<file path="config.mk">
export PLATFORM = sky130hd
export DESIGN_NAME = prime_test_and_next_top
export DESIGN_NICKNAME = d
export VERILOG_FILES = /design/src/ptn_pkg.sv /design/src/ptn_div.sv /design/src/ptn_dp.sv /design/src/ptn_seq.sv /design/src/prime_test_and_next_top.sv
export VERILOG_INCLUDE_DIRS = /design/src /design/src/src
export SDC_FILE = /design/constraint.sdc
export NUM_CORES = 1
export LEC_CHECK = 0
export ABC_CLOCK_PERIOD_IN_PS = 9600
export BUFFER_PORTS_ARGS = -buffer_cell sky130_fd_sc_hd__buf_2
export CAP_MARGIN = 10
export CORE_MARGIN = 4
export CORE_UTILIZATION = 50
export CTS_CLUSTER_SIZE = 20
export DETAILED_ROUTE_END_ITERATION = 7
export PLACE_DENSITY = 0.67
export SYNTH_ARGS = -nofsm -noshare
export SYNTH_HDL_FRONTEND = slang
export SYNTH_HIERARCHICAL = 1
export SYNTH_SLANG_ARGS = --single-unit
export TNS_END_PERCENT = 1
</file>
<file path="constraint.sdc">
create_clock -name clk -period 9.6 [get_ports clk]
set_input_delay 1.92 -clock clk [delete_from_list [all_inputs] [get_ports clk]]
set_output_delay 1.92 -clock clk [all_outputs]
set_load 0.05 [all_outputs]
</file>
<file path="src/assert_macros.svh">
// assert_macros.svh: assertion macros shared by the prime test/next-prime RTL.
// Expects clk and rst_n (synchronous, active low) in the including module.
`ifndef ASSERT_MACROS_SVH
`define ASSERT_MACROS_SVH

// Property holds at every clock edge outside reset.
`define ASSERT_AT_CLK(lbl, prop, msg) \
  lbl: assert property (@(posedge clk) disable iff (!rst_n) prop) \
    else $error(msg);

// Expression is never true at a clock edge outside reset.
`define ASSERT_NEVER(lbl, expr, msg) \
  lbl: assert property (@(posedge clk) disable iff (!rst_n) !(expr)) \
    else $error(msg);

`endif

</file>
<file path="src/ptn_pkg.sv">
// ptn_pkg: types, widths and microcode field codes for the prime test/next-prime block.
// Used by ptn_div, ptn_dp, ptn_seq and prime_test_and_next_top.
package ptn_pkg;

  localparam int unsigned WIDTH = 32;
  localparam int unsigned CNT_W = $clog2(WIDTH);
  localparam int unsigned AW    = 6;

  typedef logic [WIDTH-1:0] word_t;
  typedef logic [WIDTH:0]   wide_t;
  typedef logic [CNT_W-1:0] cnt_t;
  typedef logic [AW-1:0]    addr_t;

  typedef struct packed {
    logic        func;
    logic [31:0] number;
  } in_t;

  typedef struct packed {
    logic        is_prime;
    logic [31:0] prime_value;
    logic        overflow;
  } out_t;

  // step wait reasons
  typedef enum logic [1:0] {W_NONE, W_IN, W_DIV, W_OUT} wait_t;

  // jump conditions
  typedef enum logic [3:0] {
    COND_NEVER, COND_ALWAYS, COND_FUNC, COND_C_LT2, COND_C_LT4, COND_N_LT2,
    COND_N_EQ2, COND_N_MAX, COND_C_MAX, COND_M_OK, COND_STEP_OVF,
    COND_REM_ZERO, COND_Q_LT_D
  } cond_t;

  typedef enum logic [2:0] {C_HOLD, C_LOAD_N, C_LOAD_INC, C_INC, C_STEP} c_op_t;
  typedef enum logic [2:0] {D_HOLD, D_2, D_3, D_5, D_6, D_ADD2, D_ADD4} d_op_t;
  typedef enum logic [1:0] {M_HOLD, M_REM, M_INC, M_STEP} m_op_t;
  typedef enum logic [2:0] {
    E_NONE, E_TEST_T, E_TEST_F, E_NEXT_C, E_NEXT_2, E_NEXT_3, E_OVF
  } emit_t;

  typedef struct packed {
    wait_t wt;
    cond_t cond;
    addr_t target;
    c_op_t c_op;
    d_op_t d_op;
    m_op_t m_op;
    logic  div_start;
    emit_t emit;
  } ctl_t;

  typedef struct packed {
    logic accept;
    logic div_busy;
    logic out_busy;
    logic func;
    logic c_lt2;
    logic c_lt4;
    logic n_lt2;
    logic n_eq2;
    logic n_max;
    logic c_max;
    logic m_ok;
    logic step_ovf;
    logic rem_zero;
    logic q_lt_d;
  } stat_t;

endpackage

</file>
<file path="src/ptn_div.sv">
// ptn_div: restoring divider, one quotient bit per cycle.
// Depends on ptn_pkg and assert_macros.svh.
`include "assert_macros.svh"

module ptn_div (
  input  logic          clk,
  input  logic          rst_n,
  input  logic          start,
  input  ptn_pkg::word_t dividend,
  input  ptn_pkg::word_t divisor,
  output logic          busy,
  output ptn_pkg::word_t quotient,
  output ptn_pkg::word_t remainder
);

  logic           busy_r, busy_nxt;
  ptn_pkg::cnt_t  cnt_r, cnt_nxt;
  ptn_pkg::word_t quo_r, rem_r, den_r;
  ptn_pkg::wide_t shifted, diff;
  logic           ge;

  assign shifted = {rem_r, quo_r[ptn_pkg::WIDTH-1]};
  assign diff    = shifted - {1'b0, den_r};
  assign ge      = (shifted >= {1'b0, den_r});

  always_comb begin
    busy_nxt = busy_r;
    cnt_nxt  = cnt_r;
    if (start) begin
      busy_nxt = 1'b1;
      cnt_nxt  = ptn_pkg::cnt_t'(ptn_pkg::WIDTH - 1);
    end else if (busy_r) begin
      if (cnt_r == '0) begin
        busy_nxt = 1'b0;
      end else begin
        cnt_nxt = cnt_r - ptn_pkg::cnt_t'(1);
      end
    end
  end

  always_ff @(posedge clk) begin
    if (!rst_n) begin
      busy_r <= 1'b0;
      cnt_r  <= '0;
    end else begin
      busy_r <= busy_nxt;
      cnt_r  <= cnt_nxt;
    end
  end

  always_ff @(posedge clk) begin
    if (start) begin
      quo_r <= dividend;
      rem_r <= '0;
      den_r <= divisor;
    end else if (busy_r) begin
      quo_r <= {quo_r[ptn_pkg::WIDTH-2:0], ge};
      rem_r <= ge ? diff[ptn_pkg::WIDTH-1:0] : shifted[ptn_pkg::WIDTH-1:0];
    end
  end

  assign busy      = busy_r;
  assign quotient  = quo_r;
  assign remainder = rem_r;

  `ASSERT_NEVER(a_no_restart, start && busy_r, "divide started while busy")
  `ASSERT_AT_CLK(a_full_run, $fell(busy_r) |-> ($past(cnt_r) == '0), "divide ended early")

endmodule

</file>
<file path="src/ptn_dp.sv">
// ptn_dp: operand, candidate, divisor and residue registers driven by the control word.
// Depends on ptn_pkg and instantiates ptn_div.
module ptn_dp (
  input  logic           clk,
  input  logic           rst_n,
  input  logic           accept,
  input  ptn_pkg::in_t   in_data,
  input  ptn_pkg::ctl_t  ctl,
  input  logic           out_busy,
  output ptn_pkg::stat_t stat,
  output ptn_pkg::word_t n_val,
  output ptn_pkg::word_t c_val
);

  logic           func_r;
  ptn_pkg::word_t n_r, c_r, d_r, c_nxt, d_nxt;
  logic [2:0]     m_r, m_nxt, step_val;
  ptn_pkg::wide_t step_sum;
  logic           div_busy;
  ptn_pkg::word_t quo, rem;

  ptn_div u_div (
    .clk       (clk),
    .rst_n     (rst_n),
    .start     (ctl.div_start),
    .dividend  (c_r),
    .divisor   (d_r),
    .busy      (div_busy),
    .quotient  (quo),
    .remainder (rem)
  );

  // 6k+1 advances by 4, 6k-1 by 2
  assign step_val = (m_r == 3'd1) ? 3'd4 : 3'd2;
  assign step_sum = {1'b0, c_r} + ptn_pkg::wide_t'(step_val);

  always_comb begin
    unique case (ctl.c_op)
      ptn_pkg::C_HOLD:     c_nxt = c_r;
      ptn_pkg::C_LOAD_N:   c_nxt = n_r;
      ptn_pkg::C_LOAD_INC: c_nxt = n_r + ptn_pkg::word_t'(1);
      ptn_pkg::C_INC:      c_nxt = c_r + ptn_pkg::word_t'(1);
      ptn_pkg::C_STEP:     c_nxt = step_sum[ptn_pkg::WIDTH-1:0];
      default:             c_nxt = c_r;
    endcase
    unique case (ctl.d_op)
      ptn_pkg::D_HOLD: d_nxt = d_r;
      ptn_pkg::D_2:    d_nxt = ptn_pkg::word_t'(2);
      ptn_pkg::D_3:    d_nxt = ptn_pkg::word_t'(3);
      ptn_pkg::D_5:    d_nxt = ptn_pkg::word_t'(5);
      ptn_pkg::D_6:    d_nxt = ptn_pkg::word_t'(6);
      ptn_pkg::D_ADD2: d_nxt = d_r + ptn_pkg::word_t'(2);
      ptn_pkg::D_ADD4: d_nxt = d_r + ptn_pkg::word_t'(4);
      default:         d_nxt = d_r;
    endcase
    unique case (ctl.m_op)
      ptn_pkg::M_HOLD: m_nxt = m_r;
      ptn_pkg::M_REM:  m_nxt = rem[2:0];
      ptn_pkg::M_INC:  m_nxt = (m_r == 3'd5) ? 3'd0 : m_r + 3'd1;
      ptn_pkg::M_STEP: m_nxt = (m_r == 3'd1) ? 3'd5 : 3'd1;
      default:         m_nxt = m_r;
    endcase
  end

  always_ff @(posedge clk) begin
    if (accept) begin
      func_r <= in_data.func;
      n_r    <= ptn_pkg::word_t'(in_data.number);
    end
    c_r <= c_nxt;
    d_r <= d_nxt;
    m_r <= m_nxt;
  end

  always_comb begin
    stat.accept   = accept;
    stat.div_busy = div_busy;
    stat.out_busy = out_busy;
    stat.func     = func_r;
    stat.c_lt2    = (c_r < ptn_pkg::word_t'(2));
    stat.c_lt4    = (c_r < ptn_pkg::word_t'(4));
    stat.n_lt2    = (n_r < ptn_pkg::word_t'(2));
    stat.n_eq2    = (n_r == ptn_pkg::word_t'(2));
    stat.n_max    = &n_r;
    stat.c_max    = &c_r;
    stat.m_ok     = (m_r == 3'd1) || (m_r == 3'd5);
    stat.step_ovf = step_sum[ptn_pkg::WIDTH];
    stat.rem_zero = (rem == '0);
    stat.q_lt_d   = (quo < d_r);
  end

  assign n_val = n_r;
  assign c_val = c_r;

endmodule

</file>
<file path="src/ptn_seq.sv">
// ptn_seq: step counter and microcode ROM; issues one control word per step.
// Depends on ptn_pkg and assert_macros.svh.
`include "assert_macros.svh"

module ptn_seq (
  input  logic           clk,
  input  logic           rst_n,
  input  ptn_pkg::stat_t stat,
  output ptn_pkg::ctl_t  ctl,
  output logic           idle
);

  localparam ptn_pkg::addr_t A_IDLE  = 6'd0;
  localparam ptn_pkg::addr_t A_DISP  = 6'd1;
  localparam ptn_pkg::addr_t A_TEST  = 6'd2;
  localparam ptn_pkg::addr_t A_LOOP  = 6'd8;
  localparam ptn_pkg::addr_t A_PRIME = 6'd14;
  localparam ptn_pkg::addr_t A_COMP  = 6'd16;
  localparam ptn_pkg::addr_t A_FOUND = 6'd18;
  localparam ptn_pkg::addr_t A_NEXT  = 6'd19;
  localparam ptn_pkg::addr_t A_ALIGN = 6'd25;
  localparam ptn_pkg::addr_t A_STEP  = 6'd28;
  localparam ptn_pkg::addr_t A_EMIT2 = 6'd30;
  localparam ptn_pkg::addr_t A_EMIT3 = 6'd31;
  localparam ptn_pkg::addr_t A_OVF   = 6'd32;
  localparam ptn_pkg::addr_t A_LAST  = A_OVF;

  function automatic ptn_pkg::ctl_t rom(input ptn_pkg::addr_t a);
    ptn_pkg::ctl_t w;
    w.wt        = ptn_pkg::W_NONE;
    w.cond      = ptn_pkg::COND_NEVER;
    w.target    = A_IDLE;
    w.c_op      = ptn_pkg::C_HOLD;
    w.d_op      = ptn_pkg::D_HOLD;
    w.m_op      = ptn_pkg::M_HOLD;
    w.div_start = 1'b0;
    w.emit      = ptn_pkg::E_NONE;
    unique case (a)
      6'd0: w.wt = ptn_pkg::W_IN;
      6'd1: begin
        w.cond = ptn_pkg::COND_FUNC; w.target = A_NEXT;
        w.c_op = ptn_pkg::C_LOAD_N;  w.d_op   = ptn_pkg::D_2;
      end
      // trial division of the candidate
      6'd2: begin w.cond = ptn_pkg::COND_C_LT2; w.target = A_COMP; end
      6'd3: begin w.cond = ptn_pkg::COND_C_LT4; w.target = A_PRIME; end
      6'd4: w.div_start = 1'b1;
      6'd5: begin
        w.wt = ptn_pkg::W_DIV; w.cond = ptn_pkg::COND_REM_ZERO; w.target = A_COMP;
        w.d_op = ptn_pkg::D_3;
      end
      6'd6: w.div_start = 1'b1;
      6'd7: begin
        w.wt = ptn_pkg::W_DIV; w.cond = ptn_pkg::COND_REM_ZERO; w.target = A_COMP;
        w.d_op = ptn_pkg::D_5;
      end
      6'd8: w.div_start = 1'b1;
      // divisor above the square root: no factor left
      6'd9: begin
        w.wt = ptn_pkg::W_DIV; w.cond = ptn_pkg::COND_Q_LT_D; w.target = A_PRIME;
      end
      6'd10: begin
        w.cond = ptn_pkg::COND_REM_ZERO; w.target = A_COMP; w.d_op = ptn_pkg::D_ADD2;
      end
      6'd11: w.div_start = 1'b1;
      6'd12: begin
        w.wt = ptn_pkg::W_DIV; w.cond = ptn_pkg::COND_REM_ZERO; w.target = A_COMP;
        w.d_op = ptn_pkg::D_ADD4;
      end
      6'd13: begin w.cond = ptn_pkg::COND_ALWAYS; w.target = A_LOOP; end
      6'd14: begin w.cond = ptn_pkg::COND_FUNC; w.target = A_FOUND; end
      6'd15: begin
        w.wt = ptn_pkg::W_OUT; w.emit = ptn_pkg::E_TEST_T;
        w.cond = ptn_pkg::COND_ALWAYS; w.target = A_IDLE;
      end
      6'd16: begin w.cond = ptn_pkg::COND_FUNC; w.target = A_STEP; end
      6'd17: begin
        w.wt = ptn_pkg::W_OUT; w.emit = ptn_pkg::E_TEST_F;
        w.cond = ptn_pkg::COND_ALWAYS; w.target = A_IDLE;
      end
      6'd18: begin
        w.wt = ptn_pkg::W_OUT; w.emit = ptn_pkg::E_NEXT_C;
        w.cond = ptn_pkg::COND_ALWAYS; w.target = A_IDLE;
      end
      // next prime: small operands and top of range first
      6'd19: begin w.cond = ptn_pkg::COND_N_LT2; w.target = A_EMIT2; end
      6'd20: begin w.cond = ptn_pkg::COND_N_EQ2; w.target = A_EMIT3; end
      6'd21: begin w.cond = ptn_pkg::COND_N_MAX; w.target = A_OVF; end
      6'd22: begin w.c_op = ptn_pkg::C_LOAD_INC; w.d_op = ptn_pkg::D_6; end
      6'd23: w.div_start = 1'b1;
      6'd24: begin w.wt = ptn_pkg::W_DIV; w.m_op = ptn_pkg::M_REM; end
      // advance to the first 6k+-1 candidate
      6'd25: begin
        w.cond = ptn_pkg::COND_M_OK; w.target = A_TEST; w.d_op = ptn_pkg::D_2;
      end
      6'd26: begin w.cond = ptn_pkg::COND_C_MAX; w.target = A_OVF; end
      6'd27: begin
        w.c_op = ptn_pkg::C_INC; w.m_op = ptn_pkg::M_INC;
        w.cond = ptn_pkg::COND_ALWAYS; w.target = A_ALIGN;
      end
      6'd28: begin w.cond = ptn_pkg::COND_STEP_OVF; w.target = A_OVF; end
      6'd29: begin
        w.c_op = ptn_pkg::C_STEP; w.m_op = ptn_pkg::M_STEP; w.d_op = ptn_pkg::D_2;
        w.cond = ptn_pkg::COND_ALWAYS; w.target = A_TEST;
      end
      6'd30: begin
        w.wt = ptn_pkg::W_OUT; w.emit = ptn_pkg::E_NEXT_2;
        w.cond = ptn_pkg::COND_ALWAYS; w.target = A_IDLE;
      end
      6'd31: begin
        w.wt = ptn_pkg::W_OUT; w.emit = ptn_pkg::E_NEXT_3;
        w.cond = ptn_pkg::COND_ALWAYS; w.target = A_IDLE;
      end
      6'd32: begin
        w.wt = ptn_pkg::W_OUT; w.emit = ptn_pkg::E_OVF;
        w.cond = ptn_pkg::COND_ALWAYS; w.target = A_IDLE;
      end
      default: begin w.cond = ptn_pkg::COND_ALWAYS; w.target = A_IDLE; end
    endcase
    return w;
  endfunction

  ptn_pkg::addr_t pc_r, pc_nxt;
  ptn_pkg::ctl_t  word;
  logic           hold, taken;

  assign word = rom(pc_r);

  always_comb begin
    unique case (word.wt)
      ptn_pkg::W_NONE: hold = 1'b0;
      ptn_pkg::W_IN:   hold = !stat.accept;
      ptn_pkg::W_DIV:  hold = stat.div_busy;
      ptn_pkg::W_OUT:  hold = stat.out_busy;
      default:         hold = 1'b0;
    endcase
    unique case (word.cond)
      ptn_pkg::COND_NEVER:    taken = 1'b0;
      ptn_pkg::COND_ALWAYS:   taken = 1'b1;
      ptn_pkg::COND_FUNC:     taken = stat.func;
      ptn_pkg::COND_C_LT2:    taken = stat.c_lt2;
      ptn_pkg::COND_C_LT4:    taken = stat.c_lt4;
      ptn_pkg::COND_N_LT2:    taken = stat.n_lt2;
      ptn_pkg::COND_N_EQ2:    taken = stat.n_eq2;
      ptn_pkg::COND_N_MAX:    taken = stat.n_max;
      ptn_pkg::COND_C_MAX:    taken = stat.c_max;
      ptn_pkg::COND_M_OK:     taken = stat.m_ok;
      ptn_pkg::COND_STEP_OVF: taken = stat.step_ovf;
      ptn_pkg::COND_REM_ZERO: taken = stat.rem_zero;
      ptn_pkg::COND_Q_LT_D:   taken = stat.q_lt_d;
      default:                taken = 1'b0;
    endcase
  end

  always_comb begin
    ctl = word;
    if (hold) begin
      // drop register actions while the step waits
      ctl.c_op      = ptn_pkg::C_HOLD;
      ctl.d_op      = ptn_pkg::D_HOLD;
      ctl.m_op      = ptn_pkg::M_HOLD;
      ctl.div_start = 1'b0;
      ctl.emit      = ptn_pkg::E_NONE;
      pc_nxt        = pc_r;
    end else if (taken) begin
      pc_nxt = word.target;
    end else begin
      pc_nxt = pc_r + ptn_pkg::addr_t'(1);
    end
  end

  always_ff @(posedge clk) begin
    if (!rst_n) begin
      pc_r <= A_IDLE;
    end else begin
      pc_r <= pc_nxt;
    end
  end

  assign idle = (pc_r == A_IDLE);

  `ASSERT_AT_CLK(a_pc_range, pc_r <= A_LAST, "step counter outside program")

endmodule

</file>
<file path="src/prime_test_and_next_top.sv">
// Channel  Dir  Payload            Handshake
// in       in   ptn_pkg::in_t      in_valid / in_stall
// out      out  ptn_pkg::out_t     out_valid / out_stall
//
// One transaction at a time. Each trial division runs in the shared restoring divider.
// A next-prime search above 2 first steps to its first 6k+-1 candidate, then repeats
// the test for each composite candidate.
// Synchronous active-low reset returns the sequencer to idle and empties the output
// register. in_stall is high from acceptance until the result is written; out_stall
// holds the result and, when it must write a new one, the sequencer.
// Depends on ptn_pkg, ptn_seq, ptn_dp (with ptn_div) and assert_macros.svh.
`include "assert_macros.svh"

module prime_test_and_next_top (
  input  logic          clk,
  input  logic          rst_n,
  input  logic          in_valid,
  output logic          in_stall,
  input  ptn_pkg::in_t  in_data,
  output logic          out_valid,
  input  logic          out_stall,
  output ptn_pkg::out_t out_data
);

  ptn_pkg::ctl_t  ctl;
  ptn_pkg::stat_t stat;
  ptn_pkg::word_t n_val, c_val;
  ptn_pkg::out_t  out_data_r, out_data_nxt;
  logic           out_valid_r, out_valid_nxt;
  logic           idle, accept, out_busy, load;

  assign in_stall = !idle;
  assign accept   = in_valid && !in_stall;
  assign out_busy = out_valid_r && out_stall;
  assign load     = (ctl.emit != ptn_pkg::E_NONE);

  ptn_seq u_seq (
    .clk   (clk),
    .rst_n (rst_n),
    .stat  (stat),
    .ctl   (ctl),
    .idle  (idle)
  );

  ptn_dp u_dp (
    .clk      (clk),
    .rst_n    (rst_n),
    .accept   (accept),
    .in_data  (in_data),
    .ctl      (ctl),
    .out_busy (out_busy),
    .stat     (stat),
    .n_val    (n_val),
    .c_val    (c_val)
  );

  always_comb begin
    out_data_nxt = out_data_r;
    unique case (ctl.emit)
      ptn_pkg::E_NONE: out_data_nxt = out_data_r;
      ptn_pkg::E_TEST_T: begin
        out_data_nxt.is_prime    = 1'b1;
        out_data_nxt.prime_value = 32'(n_val);
        out_data_nxt.overflow    = 1'b0;
      end
      ptn_pkg::E_TEST_F: begin
        out_data_nxt.is_prime    = 1'b0;
        out_data_nxt.prime_value = 32'(n_val);
        out_data_nxt.overflow    = 1'b0;
      end
      ptn_pkg::E_NEXT_C: begin
        out_data_nxt.is_prime    = 1'b1;
        out_data_nxt.prime_value = 32'(c_val);
        out_data_nxt.overflow    = 1'b0;
      end
      ptn_pkg::E_NEXT_2: begin
        out_data_nxt.is_prime    = 1'b1;
        out_data_nxt.prime_value = 32'd2;
        out_data_nxt.overflow    = 1'b0;
      end
      ptn_pkg::E_NEXT_3: begin
        out_data_nxt.is_prime    = 1'b1;
        out_data_nxt.prime_value = 32'd3;
        out_data_nxt.overflow    = 1'b0;
      end
      ptn_pkg::E_OVF: begin
        out_data_nxt.is_prime    = 1'b0;
        out_data_nxt.prime_value = 32'd0;
        out_data_nxt.overflow    = 1'b1;
      end
      default: out_data_nxt = out_data_r;
    endcase
    out_valid_nxt = load || out_busy;
  end

  always_ff @(posedge clk) begin
    if (!rst_n) begin
      out_valid_r <= 1'b0;
    end else begin
      out_valid_r <= out_valid_nxt;
    end
  end

  always_ff @(posedge clk) begin
    out_data_r <= out_data_nxt;
  end

  assign out_valid = out_valid_r;
  assign out_data  = out_data_r;

  `ASSERT_NEVER(a_no_overwrite, load && out_busy, "result written over a waiting one")
  `ASSERT_AT_CLK(a_busy_after_accept, accept |=> in_stall, "input open after acceptance")

endmodule

</file>
## Word level (Yosys, flattened, before mapping)

Index checks and enable logic that the tools add are counted.

- Bits in read-only memories: 0
- Memory bits (writable): 0
- Bits in registers: 243
- Input port bits: 37
- Output and inout bits: 36
- Memories kept: 0
- Latch bits: 0

- Add/sub/neg operators: 9
- Divide/modulo/power cells: 0
- Reduce and logical (&&, ||, !) cells: 25
- Shift-type cells: 0
- Mux-type cells: 27
- Multipliers: 0
- Bitwise gates (word level): 0
- Magnitude comparators: 5
- Eq/ne operators: 70

Operator list:

| operator | count |
|---|---|
| $pmux 34 s6 | 1 |
| $pmux 32 s6 | 1 |
| $pmux 10 s17 | 1 |
| $pmux 32 s4 | 1 |
| $eq 6x5->1 const B | 16 |
| $mux 32 | 3 |
| $add 32x1->32 const B | 2 |
| $lt 32x2->1 const B | 2 |
| $reduce_and 32->1 | 2 |
| $eq 6x4->1 const B | 8 |
| $pmux 3 s6 | 2 |
| $add 32x3->33 | 1 |
| $ge 33x32->1 | 1 |
| $add 32x2->32 const B | 1 |
| $add 32x3->32 const B | 1 |
| $eq 32x2->1 const B | 1 |
| $logic_not 32->1 | 1 |
| $lt 32x3->1 const B | 1 |
| $lt 32x32->1 | 1 |
| $sub 32x32->32 | 1 |
| $eq 3x3->1 const B | 8 |
| $eq 6x3->1 const B | 4 |
| $eq 4x4->1 const B | 5 |
| $eq 3x2->1 const B | 6 |
| other kinds (39) | 65 |

## Logic depth before layout (Yosys ltp)

Gate-level depths: netlist of run 1.

- Word-level depth: 8
- Mapped depth: 26

## Hierarchy

The synthesis of run 1 kept the hierarchy.

By module, submodules not included:

| module | area an instance (µm²) | cells an instance | times used | sequential area each (µm²) |
|---|---|---|---|---|
| ptn_dp | 7943.9 | 881 | 1 | 3002.9 |
| ptn_div | 5801.8 | 567 | 1 | 2682.6 |
| prime_test_and_next_top | 1898.1 | 161 | 1 | 1041.0 |
| ptn_seq | 1411.4 | 211 | 1 | 120.1 |

## Least setup slack after synthesis of run 1

No wires, ideal clock.

- Path kind: input to register
- Start: input port in_valid
- End: register u_dp.u_div.quo_r[0], in the netlist u_dp/u_div/quotient[0], enable pin
- Path buffers: 4
- Arrival: 7.123 ns
- Slack: 2.090 ns
- Data required time: 9.213 ns
- Stages: 9
- Cell sequence: and2_1 -> buf_4 -> o211ai_1 -> clkbuf_1 -> a211oi_1 -> clkbuf_1 -> nor2_1 -> clkbuf_1 -> inv_1

RTL lines:

| what | RTL line | RTL |
|---|---|---|
| start: declaration | prime_test_and_next_top.sv:17 | `input logic in_valid,` |
| end signal: assignment | ptn_div.sv:53 | `quo_r <= dividend;` |
| end signal: assignment | ptn_div.sv:57 | `quo_r <= {quo_r[ptn_pkg::WIDTH-2:0], ge};` |
| end: declaration | ptn_div.sv:18 | `ptn_pkg::word_t quo_r, rem_r, den_r;` |

==> metrics, run 1 <==
status completed; via count about 14000; WP buf/inv 0; RD Place Congestion a little over 0.9; hold crit path type reg -> reg; drt initial violations roughly 1300; Arrival @ worst endpoint between 6 and 7 ns; Int Pwr 3.11 mW; Finish-stage setup viols 0; clk buf depth 3; max-cap viol count 0; cts repair resizes 0; Slew HR 0.301; crit-path cells nor2b_1 > o21ai_0 > o221ai_1 > nor2_1 > nand3_1 > o211a_1 > nand2_1 > nor2_1 > nand3b_4 > nand2_1 > nand2_1 > ha_1 > nand3_1 > nor4_2 > o21ai_2 > nor4b_2 > xor2_1 > o221ai_1; Clock power frac 0.199; commonest non-fill, non-tap cell in the layout edfxtp_1; Overall Power around 5.5 mW; Worst Path Required between 9 and 10 ns; CTS tree yes; commonest non-fill, non-tap cells in the layout edfxtp_1 (198), nor2_1 (142), nand2_1 (138); Worst R2R Setup Slack roughly 3.7 ns; hold-fix buffers at CTS 0; cell family with most CP delay simple AND/OR/NAND/NOR gates; post-route minimum period 5.94 ns; peak fanout along the critical path 42; Final nets 1942; Sw Share 0.430; cell area after layout 0.0185 sq mm; CP Launch Type flip-flop; Post-DRT Antenna Nets 0; CP Class reg -> reg; H-tree depth 1; number of diodes 0; die area 0.0371 sq mm; root buf cell clkbuf_16; Final TNS setup 0 ns; initial core utilization 0.507; max frequency roughly 170 MHz; routed wire length 45800 um; CP max-delay cell dfxtp_1; layout cell share with drive strength beyond 1 0.124; pin count of the biggest net entering global routing 69; fill count 3027; Syn Area/Cell ~9.4 sq um; Setup Skew between 0.02 and 0.03 ns; Flop pwr share 0.357; Synth Warn # 6; global route overflow 0; Die Wd roughly 190 um; fin. max-slew vios 0; Area Growth Syn to Fin 8.64%; Via density between 6 and 7; initial antenna violation count 1; RSZ-0062 raised after global routing false; Leakage Power slightly above 7 nW; # rows 67; drt wl/cell between 15 and 20 um; post-route worst setup slack approximately 3.7 ns; clock sink total around 240; most frequent CP cell nand2_1; io pins 73; CTS buffer count 28; vias in the first global route 13700; Logic pwr share 0.445; port bufs 72; Synthesized Nets 1930; wire length of the first global-routing pass approximately 73000 um; Peak VDD IR roughly 210 uV; Syn Inst Count 1817; Setup Fix Bufs, Post-CTS 0; die height about 190 um; pre-CTS worst setup slack about 3.2 ns; DP HPWL roughly 33000 um; switching power 2.35 mW; Placed Area around 0.018 sq mm; DRC errors left 0; Critical Path End Type flip-flop; GR Util All Layers 0.243; 1st-pass router iterations 6; core area roughly 0.034 sq mm; largest stage delay on the critical path between 0.9 and 1 ns; worst slew pin tran 1.04 ns; final worst-path cycle share 0.619; final hold violations 0; Mapped Area 0.0170 sq mm; Power Density roughly 300 mW/mm^2; Worst-path clk slew around 0.060 ns; Clk Latency, worst-skew pair 0.57 ns
==> final timing paths <==
check / endpoint / startpoint / cells past startpoint
setup / recovery: u_dp/c_val[24]$_DFFE_PP_ / u_seq/pc_r[4]$_SDFFE_PN0N_ / 18
hold / removal: u_dp/u_div/den_r[0]$_DFFE_PP_ / u_dp/d_r[0]$_DFFE_PP_ / 0
setup reg to reg: u_dp/c_val[24]$_DFFE_PP_ / u_seq/pc_r[4]$_SDFFE_PN0N_ / 18
hold reg to reg: u_dp/u_div/den_r[0]$_DFFE_PP_ / u_dp/d_r[0]$_DFFE_PP_ / 0
==> final cells by class <==
cell class	count	area, sq um	area share
clock inverters	15	191	0.0103
inverters	93	349	0.0189
repair buffers	92	523	0.0282
well taps	448	561	0.0303
clock buffers	36	741	0.0400
multi-input cells	1371	9300	0.502
flip-flops and latches	243	6850	0.370
==> through the flow <==
step | std cells | hold slack [ns] | util
2_1_floorplan | 1817 | 0.424 | -
3_3_place_gp | 2246 | 0.433 | 0.522
3_5_place_dp | 2246 | 0.455 | 0.522
4_1_cts | 2297 | 0.470 | 0.550
5_1_grt | 2298 | 0.482 | 0.551
6_report | 2298 | 0.470 | 0.551
==> power by group through the flow <==
| stage | combinational, mW | clock, mW | sequential [mW] |
|---|---|---|---|
| after global routing | 2.69 | 1.16 | 1.99 |
| after detailed placement | 2.39 | 0 | 1.96 |
| final | 2.43 | 1.09 | 1.95 |
| after floorplan | 1.83 | 0 | 1.93 |
| after CTS | 2.41 | 1.12 | 1.95 |
| after global placement | 2.35 | 0 | 1.96 |
==> registers in the layout, indices dropped and copies added (netlist names) <==
| signal | cells |
|---|---|
| u_dp/n_val | 32 |
| u_dp/d_r | 32 |
| u_dp/m_r | 3 |
| u_dp/u_div/cnt_r | 5 |
| u_seq/pc_r | 6 |
| u_dp/c_val | 32 |
| out_valid | 1 |
| out_data | 34 |
| u_dp/u_div/den_r | 32 |
| u_dp/u_div/busy | 1 |
| u_dp/u_div/quotient | 32 |
| u_dp/u_div/remainder | 32 |
| u_dp/func_r | 1 |
==> worst reg2reg max path, delay by kind of cell, from the launching register on <==
kind / cells / cell delay [ns]
XOR/XNOR: 1 / 0.17
AO/OA/AOI/OAI: 5 / 1.15
flip-flops: 1 / 0.97
adder cells (fa/ha/maj): 1 / 0.28
AND/OR/NAND/NOR: 11 / 3.07
==> per-layer routing <==
| layer | vias to the layer above | track usage | routed length (um) |
|---|---|---|---|
| met2 | 564 | 0.402 | 21300 |
| met4 | 2 | 0.0908 | 1870 |
| met5 | - | 0 | 13 |
| met3 | 132 | 0.0304 | 2780 |
| li1 | 6834 | - | - |
| met1 | 6795 | 0.329 | 19800 |
Note: power is estimated with default switching activity, not from simulation.
==> run 2, diff against run 1 <==
- ABC_CLOCK_PERIOD_IN_PS: 9600 -> 5300
- PLACE_DENSITY: 0.67 -> 0.69
- clock period: 9.6 -> 5.3 ns (I/O delays scaled with it)
==> metrics, run 2 (same netlist as run 1, synthesis figures left out) <==
via count around 15000; CTS buffer count 28; number of diodes 0; clock sink total around 240; CP Launch Type flip-flop; worst slew pin tran around 1.1 ns; die area 0.0371 sq mm; drt initial violations between 1000 and 1500; Worst-path clk slew ~0.060 ns; r2r endpoint u_dp/c_val[24]$_DFFE_PP_; Leakage Power 7.10 nW; 1st-pass router iterations 5; Power Density about 530 mW/mm^2; WL met2 roughly 22000 um; fin. max-slew vios 0; H-tree depth 1; port bufs 72; commonest non-fill, non-tap cell in the layout edfxtp_1; Logic pwr share 0.449; drt wl/cell 20.0 um; switching power 4.32 mW; max frequency between 200 and 250 MHz; max-cap viol count 0; DRC errors left 0; routed wire length 46200 um; Clk Latency, worst-skew pair 0.56 ns; RR Startpoint u_seq/pc_r[0]$_SDFFE_PN0N_; Placed Area about 0.018 sq mm; Post-Layout Cell Count 2311; Via density 6.31; Clock power frac 0.197; DP HPWL approximately 33000 um; Finish-stage setup viols 0; layout cell share with drive strength beyond 1 0.132; max FFs per register 34; peak fanout along the critical path 14; Setup Skew 0.0369 ns; CP Class reg -> reg; Worst R2R Setup Slack around 0.43 ns; R2R depth 20; core area 0.0336 sq mm; die height between 150 and 200 um; GR Util All Layers 0.245; # rows 67; Post-DRT Antenna Nets 0; Die Wd 193 um; Int Pwr about 5.6 mW; M1 wire length ~20000 um; Flop pwr share 0.354; Worst Path Required 5.59 ns; final hold violations 0; met3 WL approximately 2800 um; Slew HR 0.232; commonest non-fill, non-tap cells in the layout edfxtp_1 (198), nor2_1 (141), nand2_1 (138); status completed; RD Place Congestion about 0.97; post-route minimum period roughly 5 ns; Critical Path End Type flip-flop; pin count of the biggest net entering global routing 67; wire length of the first global-routing pass between 70000 and 80000 um; clk buf depth 3; final worst-path cycle share 0.918; dpl cells 2259; initial antenna violation count 0; Sw Share 0.435; vias in the first global route about 14000; global route overflow 0; initial core utilization 0.507; Arrival @ worst endpoint between 5 and 6 ns; Final nets ~2000; top layer in use met4; Peak VDD IR about 320 uV; hold_sp u_dp/d_r[26]$_DFFE_PN_; CTS tree yes; Worst Hold Path EP u_dp/u_div/den_r[26]$_DFFE_PP_; root buf cell clkbuf_16; Area Growth Syn to Fin 9.12%; hold crit path type reg -> reg; Hold Path Depth 0; cell area after layout 0.0186 sq mm; io pins 73; RSZ-0062 raised after global routing false
run 2: changes by cell type in the layout (fill, tap and decap cells not counted):
| cell | change |
|---|---|
| buf_12 | -1 |
| buf_4 | +13 |
| bufinv_16 | -1 |
| clkbuf_1 | -1 |
| clkbuf_8 | -1 |
| clkinv_1 | -1 |
| clkinv_2 | -2 |
| clkinv_4 | +6 |
| clkinvlp_4 | -1 |
| inv_6 | +2 |
| nor2_1 | -1 |
| nor2_2 | +1 |
run 2: per-layer routing:
layer | global-route usage | vias up
li1 | - | 6860
met1 | 0.330 | 6944
met2 | 0.408 | 652
met3 | 0.0264 | 127
met4 | 0.0935 | 0
met5 | 0 | -
run 2: cell type report:
class | instances | area (sq um)
Inverter | 93 | 349
Fill cell | 2999 | 15000
Sequential cell | 243 | 6850
Timing Repair Buffer | 104 | 601
Tap cell | 448 | 561
Multi-Input combinational cell | 1371 | 9310
Clock inverter | 18 | 210
Clock buffer | 34 | 723
run 2: per-stage QoR:
stage | TNS (ns) | power (mW) | hold slack [ns] | utilization | setup WS, ns
2_1_floorplan | -0.547 | 6.82 | 0.424 | - | -0.137
3_3_place_gp | 0 | 7.83 | 0.459 | 0.525 | 0.532
3_5_place_dp | 0 | 7.94 | 0.454 | 0.525 | 0.328
4_1_cts | 0 | 9.92 | 0.497 | 0.553 | 0.326
5_1_grt | 0 | 10.6 | 0.516 | 0.553 | 0.0957
6_report | 0 | 9.92 | 0.494 | 0.553 | 0.435
run 2: worst max-delay path by stage:
stage          cells past startpoint                  endpoint                  startpoint
4_1_cts                           20  u_dp/c_val[24]$_DFFE_PP_  u_seq/pc_r[0]$_SDFFE_PN0N_
2_1_floorplan                     25  u_dp/c_val[24]$_DFFE_PP_  u_seq/pc_r[3]$_SDFFE_PN0N_
3_3_place_gp                      20  u_dp/c_val[24]$_DFFE_PP_  u_seq/pc_r[0]$_SDFFE_PN0N_
3_5_place_dp                      20  u_dp/c_val[24]$_DFFE_PP_  u_seq/pc_r[0]$_SDFFE_PN0N_
5_1_grt                           21  u_dp/c_val[24]$_DFFE_PP_  u_seq/pc_r[0]$_SDFFE_PN0N_
6_report                          20  u_dp/c_val[24]$_DFFE_PP_  u_seq/pc_r[0]$_SDFFE_PN0N_
run 2: power by group through the flow:
stage	logic [mW]	registers [mW]	clock network, mW
after floorplan	3.32	3.50	0
after global placement	4.31	3.52	0
after detailed placement	4.40	3.54	0
after CTS	4.43	3.50	2.00
after global routing	4.92	3.59	2.07
final	4.46	3.51	1.95
run 2: timing repair:
item	CTS	global route
setup endpoints to repair	0	7
resized for setup	0	1
setup buffers	0	0
hold buffers	0	0
run 2: critical path, stage by stage, from the launching register on:
cell and delay [ns]:
dfxtp_1 0.36, inv_1 0.13, ha_1 0.49, nand2b_1 0.15
o32a_1 0.37, o221ai_1 0.10, nor2_1 0.07, nand3_1 0.11
o211a_1 0.17, nand2_1 0.08, nor2_2 0.35, nand3b_4 0.22
nand2_1 0.06, nand2_1 0.11, ha_1 0.29, nand3_1 0.22
nor4_2 0.42, o21ai_2 0.23, nor4b_2 0.37, xor2_1 0.18
o221ai_1 0.12
